$ cat src/decayed_session_rate_gradient_top_assert.svh
// Assertion macros shared by the decayed session rate gradient RTL.
`ifndef DECAYED_SESSION_RATE_GRADIENT_TOP_ASSERT_SVH
`define DECAYED_SESSION_RATE_GRADIENT_TOP_ASSERT_SVH
`ifndef SYNTHESIS
`define DSRG_ASSERT(lbl, prop, msg) \
  lbl: assert property (@(posedge clk_i) disable iff (!rst_ni) (prop)) else $error(msg);
`define DSRG_ASSERT_IMP(lbl, ante, cons, msg) \
  `DSRG_ASSERT(lbl, (ante) |-> (cons), msg)
`else
`define DSRG_ASSERT(lbl, prop, msg)
`define DSRG_ASSERT_IMP(lbl, ante, cons, msg)
`endif
`endif

$ cat src/dsrg_pkg.sv
// Types and constants of the decayed session rate gradient block.
`timescale 1ns / 1ps
package dsrg_pkg;

  localparam int PROJECTS  = 256;
  localparam int MAX_DIM   = 16;
  localparam int ROW_W     = $clog2(PROJECTS);
  localparam int DIM_W     = $clog2(MAX_DIM);
  localparam int DIMS_W    = $clog2(MAX_DIM + 1);
  localparam int EMB_W     = ROW_W + DIM_W;
  localparam int EMB_DEPTH = PROJECTS * MAX_DIM;

  localparam int SUM_W = 48;
  localparam int DEN_W = SUM_W + 3;
  localparam int REM_W = DEN_W + 1;
  localparam int Q_W   = 32;
  localparam int CNT_W = $clog2(Q_W + 1);

  localparam logic [SUM_W-1:0] SUM_LIMIT = {1'b0, {(SUM_W-1){1'b1}}};
  localparam logic [SUM_W-1:0] TEN_Q16   = SUM_W'(10 << 16);

  typedef enum logic [1:0] {
    OP_SESSION  = 2'd0,
    OP_LOAD_INT = 2'd1,
    OP_LOAD_EMB = 2'd2,
    OP_RESTART  = 2'd3
  } op_e;

  typedef enum logic [2:0] {
    CFG_OWN     = 3'd0,
    CFG_DECAY   = 3'd1,
    CFG_FOREIGN = 3'd2,
    CFG_GRAD    = 3'd3,
    CFG_DIMS    = 3'd4
  } cfg_e;

  typedef enum logic [2:0] {
    ST_IDLE,
    ST_MUL,
    ST_UPD,
    ST_DIV,
    ST_WAIT,
    ST_EMIT,
    ST_GRD
  } state_e;

  typedef struct packed {
    logic accept;
    logic mul;
    logic upd;
    logic div_go;
    logic grad_sel;
    logic emit;
    logic j_clr;
    logic j_inc;
  } cmd_t;

  typedef struct packed {
    logic div_done;
    logic grad_en;
    logic last_dim;
    logic out_free;
  } sts_t;

endpackage

$ cat src/dsrg_ctrl.sv
// Controller: sequences sum update, divide and result beats of each session.
`timescale 1ns / 1ps
`include "decayed_session_rate_gradient_top_assert.svh"
module dsrg_ctrl (
  input  logic           clk_i,
  input  logic           rst_ni,
  input  logic           in_valid_i,
  input  logic [1:0]     opcode_i,
  output logic           in_ready_o,
  input  dsrg_pkg::sts_t sts_i,
  output dsrg_pkg::cmd_t cmd_o
);

  dsrg_pkg::state_e state_q, state_d;
  logic             gph_q, gph_d;

  always_ff @(posedge clk_i or negedge rst_ni) begin
    if (!rst_ni) begin
      state_q <= dsrg_pkg::ST_IDLE;
      gph_q   <= 1'b0;
    end else begin
      state_q <= state_d;
      gph_q   <= gph_d;
    end
  end

  always_comb begin
    state_d        = state_q;
    gph_d          = gph_q;
    in_ready_o     = 1'b0;
    cmd_o          = '0;
    cmd_o.grad_sel = gph_q;
    case (state_q)
      dsrg_pkg::ST_IDLE: begin
        in_ready_o = 1'b1;
        if (in_valid_i) begin
          cmd_o.accept = 1'b1;
          if (opcode_i == dsrg_pkg::OP_SESSION) begin
            gph_d   = 1'b0;
            state_d = dsrg_pkg::ST_MUL;
          end
        end
      end
      dsrg_pkg::ST_MUL: begin
        cmd_o.mul = 1'b1;
        state_d   = dsrg_pkg::ST_UPD;
      end
      dsrg_pkg::ST_UPD: begin
        cmd_o.upd = 1'b1;
        state_d   = dsrg_pkg::ST_DIV;
      end
      dsrg_pkg::ST_DIV: begin
        cmd_o.div_go = 1'b1;
        state_d      = dsrg_pkg::ST_WAIT;
      end
      dsrg_pkg::ST_WAIT: begin
        if (sts_i.div_done) begin
          if (!gph_q && sts_i.grad_en) begin
            cmd_o.j_clr = 1'b1;
            gph_d       = 1'b1;
            state_d     = dsrg_pkg::ST_GRD;
          end else begin
            state_d = dsrg_pkg::ST_EMIT;
          end
        end
      end
      dsrg_pkg::ST_EMIT: begin
        if (sts_i.out_free) begin
          cmd_o.emit = 1'b1;
          if (!gph_q || sts_i.last_dim) begin
            state_d = dsrg_pkg::ST_IDLE;
          end else begin
            cmd_o.j_inc = 1'b1;
            state_d     = dsrg_pkg::ST_GRD;
          end
        end
      end
      dsrg_pkg::ST_GRD: begin
        state_d = dsrg_pkg::ST_MUL;
      end
      default: begin
        state_d = dsrg_pkg::ST_IDLE;
      end
    endcase
  end

  `DSRG_ASSERT_IMP(a_done_in_wait, sts_i.div_done, state_q == dsrg_pkg::ST_WAIT, "divide done outside wait")
  `DSRG_ASSERT(a_session_busy, (in_valid_i && in_ready_o && opcode_i == dsrg_pkg::OP_SESSION) |=> !in_ready_o, "ready after session beat")
  `DSRG_ASSERT(a_rate_only_done, (state_q == dsrg_pkg::ST_EMIT && sts_i.out_free && !gph_q) |=> state_q == dsrg_pkg::ST_IDLE, "rate beat did not end session")

endmodule

$ cat config.mk
export PLATFORM = sky130hd
export DESIGN_NAME = dsrg_ctrl
export DESIGN_NICKNAME = d
export VERILOG_FILES = /design/src/dsrg_pkg.sv /design/src/dsrg_ctrl.sv
export VERILOG_INCLUDE_DIRS = /design/src /design/src/src
export SDC_FILE = /design/constraint.sdc
export NUM_CORES = 1
export LEC_CHECK = 0
export BUFFER_PORTS_ARGS = -buffer_cell sky130_fd_sc_hd__buf_2
export CAP_MARGIN = 0
export CELL_PAD_IN_SITES_DETAIL_PLACEMENT = 1
export CELL_PAD_IN_SITES_GLOBAL_PLACEMENT = 2
export CORE_AREA = 2 2 44 46
export DETAILED_ROUTE_END_ITERATION = 8
export DIE_AREA = 0 0 46 48
export GPL_TIMING_DRIVEN = 0
export PLACE_DENSITY_LB_ADDON = 0.1
export SYNTH_ARGS = -nofsm -noshare
export SYNTH_HDL_FRONTEND = slang
export SYNTH_SLANG_ARGS = --single-unit
$ cat constraint.sdc
create_clock -name clk_i -period 1.8 [get_ports clk_i]
set_clock_uncertainty 0.2 [all_clocks]
set_input_delay 0.36 -clock clk_i [delete_from_list [all_inputs] [get_ports clk_i]]
set_output_delay 0.36 -clock clk_i [all_outputs]
set_load 0.01 [all_outputs]
==> impl_metrics.toml <==
[sta]
fin_crit_sh_pct = 99.24
finalMaxSlewViolations = 0
setup_slack_ns = 0.01361
fmax_mhz = 559.8
min_period_ns = 1.786
hold_viol = 0
relSlewSlack_pct = 83.20
finalSetupViolations = 0
setup_tns_ns = 0
hold_ws_ns = 0.2439
grt_setup_unrepaired = "yes"
tightest_slew_ns = 0.2486

[logic_synthesis]
synth_edf_count = 0
netlist_instances = 42
synth_warnings = 0
synth_nets = 51
synth_area_sq_um = 356.6
synth_seq_area_share_pct = 28.07
async_flop_share_pct = 100.0
ys.flop_type = "dfrtp_1"
synth_area_per_cell_sq_um = 8.490
ys_ff_latch = 4
synth.distinct_cells = 27

[floorplanning]
die-area_sq_mm = 0.002208
pin_count = 18
num_rows = 15
initial_core_util_pct = 21.11
dieHeight_um = 48
core_sq_mm = 0.001689
die_w_um = 46

[critical_path]
required_ns = 1.24
r2r_slack_ns = 0.32
critical_path_class = "flip-flop to primary output"
worst_r2r_endpoint = "state_q[1]"
worstSetupEndpointType = "primary output"
r2r-start = "state_q[0]"
r2r_cells = 4
worstPathCellList = "buf_6 > nor3_4 > and2_1 > buf_2"
crit_slowest_cell = "dfrtp_1"
critical_path.max_fanout = 8
cp_top_family = "flip-flops"
worst-path-buf-inv = 2
cp-start-kind = "flip-flop"
slowest_delay_ns = 0.38
worstPathArrival_ns = 1.23

[drt]
final_antenna_net_count = 0
routed_wl_um = 1113
vias = 420
wl_per_cell_um = 13.09
drt_iter0_markers = 0
avgViaCountPerCell = 4.941
drc = 0
dr.pass1.iters = 1

[cells_and_area]
nets = 79
utilization_pct = 34.44
diodes = 0
drive_gt1_share_pct = 60.29
area_growth_pct = 63.16
n_fill_cell = 221
seq_area_sq_um = 101.3
multiInputGateArea_sq_um = 260.3

[global_routing]
grt_pass1_wl_um = 1856
gr-usage-all-layers_pct = 12.67
antenna_found_initial = 0
grt_max_degree = 11
grt_pass1_vias = 415
overflow = 0

[clock_tree]
cts_tree = "yes"
cts_max_path_buffers = 2
cts.clk_slew.worst_paths_ns = 0.03
clkLatencyLatePin_ns = 0.23
cts_htree_levels = 1
numClockSinks = 4
cts-buffers-inserted = 3
clockRootBuffer = "clkbuf_4"

[hold_path]
worstHoldStart = "sts_i[3]"
holdPathStages = 3
whs_endpoint = "gph_q"
hold_class = "input pin to flip-flop"

[job]
max_cap_violations = 0

[power_and_ir_drop]
p_per_area_mw_per_mm2 = 1573
ir_drop_mv = 0.4986
power.leakage_nw = 0.2770

[place]
dpl_worst_slack_ns = 0.08148
gp_congestion = 0.6696
dp_hpwl_um = 799.1
portBuffers = 17

[run_status]
status = "finished clean"
==> how the worst max path moves through the flow <==
| stage | slack (ns) | cells after the start | endpoint | start |
|---|---|---|---|---|
| 2_1_floorplan | 0.12 | 4 | cmd_o[0] | state_q[1] |
| 5_1_grt | -0.05 | 4 | cmd_o[7] | state_q[0] |
| 6_report | 0.01 | 4 | cmd_o[7] | state_q[0] |
| 4_1_cts | -0.001 | 5 | cmd_o[0] | state_q[1] |
| 3_5_place_dp | 0.08 | 5 | cmd_o[0] | state_q[1] |
| 3_3_place_gp | 0.1 | 5 | cmd_o[0] | state_q[1] |
==> final cells by class <==
| type | count | area share (%) |
|---|---|---|
| Buffer | 3 | 4.516 |
| Clock buffer | 3 | 3.871 |
| Inverter | 2 | 1.720 |
| Multi-Input combinational cell | 32 | 44.73 |
| Sequential cell | 4 | 17.42 |
| Tap cell | 17 | 3.656 |
| Timing Repair Buffer | 24 | 24.09 |
==> sequential cells by signal (all words and copies together), names as in the netlist <==
register / cells
state_q: 3
gph_q: 1
==> per-layer routing <==
metal  GRT usage (%)  part of all wire (%)
met1           15.02                    47
met2           19.17                    46
met3           1.132                   5.2
met4           13.71                   2.2
met5               0                     0
==> cells in the mapped netlist (2+ instances only) <==
cell type  n  area [sq um]
nand2_1    3         11.26
nor3_1     3         15.01
buf_4      3         22.52
nand3_1    2         10.01
and2_1     2         12.51
dfrtp_1    4         100.1
nor3_2     2         20.02
nor4bb_1   2         20.02
nor2_1     2         7.510
a21oi_1    2         10.01
==> repair_timing <==
item	in CTS	in global routing
setup endpoints to repair	5	4
hold buffers	1	0
buffers inserted	4	2
resized for setup	9	4
endpoints found under the hold margin	4	0
pin swaps	4	3
==> logic make-up after synthesis <==
group           synth area share (%)
compound gates                 17.19
simple gates                   42.46
xor+xnor                       2.457
buf+inv                        9.821
flops                          28.07
==> worst min-delay path: cells and delay by family <==
kind / cells / cell delay, ns
AOI/OAI and AO/OA: 1 / 0.07
buffers and inverters: 1 / 0.11
and+or+nand+nor: 1 / 0.08
==> cells in the final DEF (no fill, tap or decap), types with 2 or more instances in the layout <==
master	n
a21oi_1	2
nor4bb_1	2
nor3_2	2
dfrtp_1	3
and2_1	2
nor3_1	2
nand2_1	2
buf_4	8
clkbuf_4	3
buf_2	17
nor3b_2	2
==> per-stage QoR <==
step | instance area [sq um] | total power, mW | std cells
3_3_place_gp | 462.9 | 0.6623 | 76
5_1_grt | 581.8 | 0.9976 | 85
2_1_floorplan | 356.6 | 0.5126 | 42
3_5_place_dp | 462.9 | 0.6571 | 76
4_1_cts | 564.3 | 0.9087 | 84
6_report | 581.8 | 0.9153 | 85
==> report_power, final <==
part	switching [mW]	total, mW	internal, mW
Sequential	0.0571	0.193	0.136
Combinational	0.294	0.616	0.322
Clock	0.0326	0.107	0.0743
Note: power is estimated with default switching activity, not from simulation.
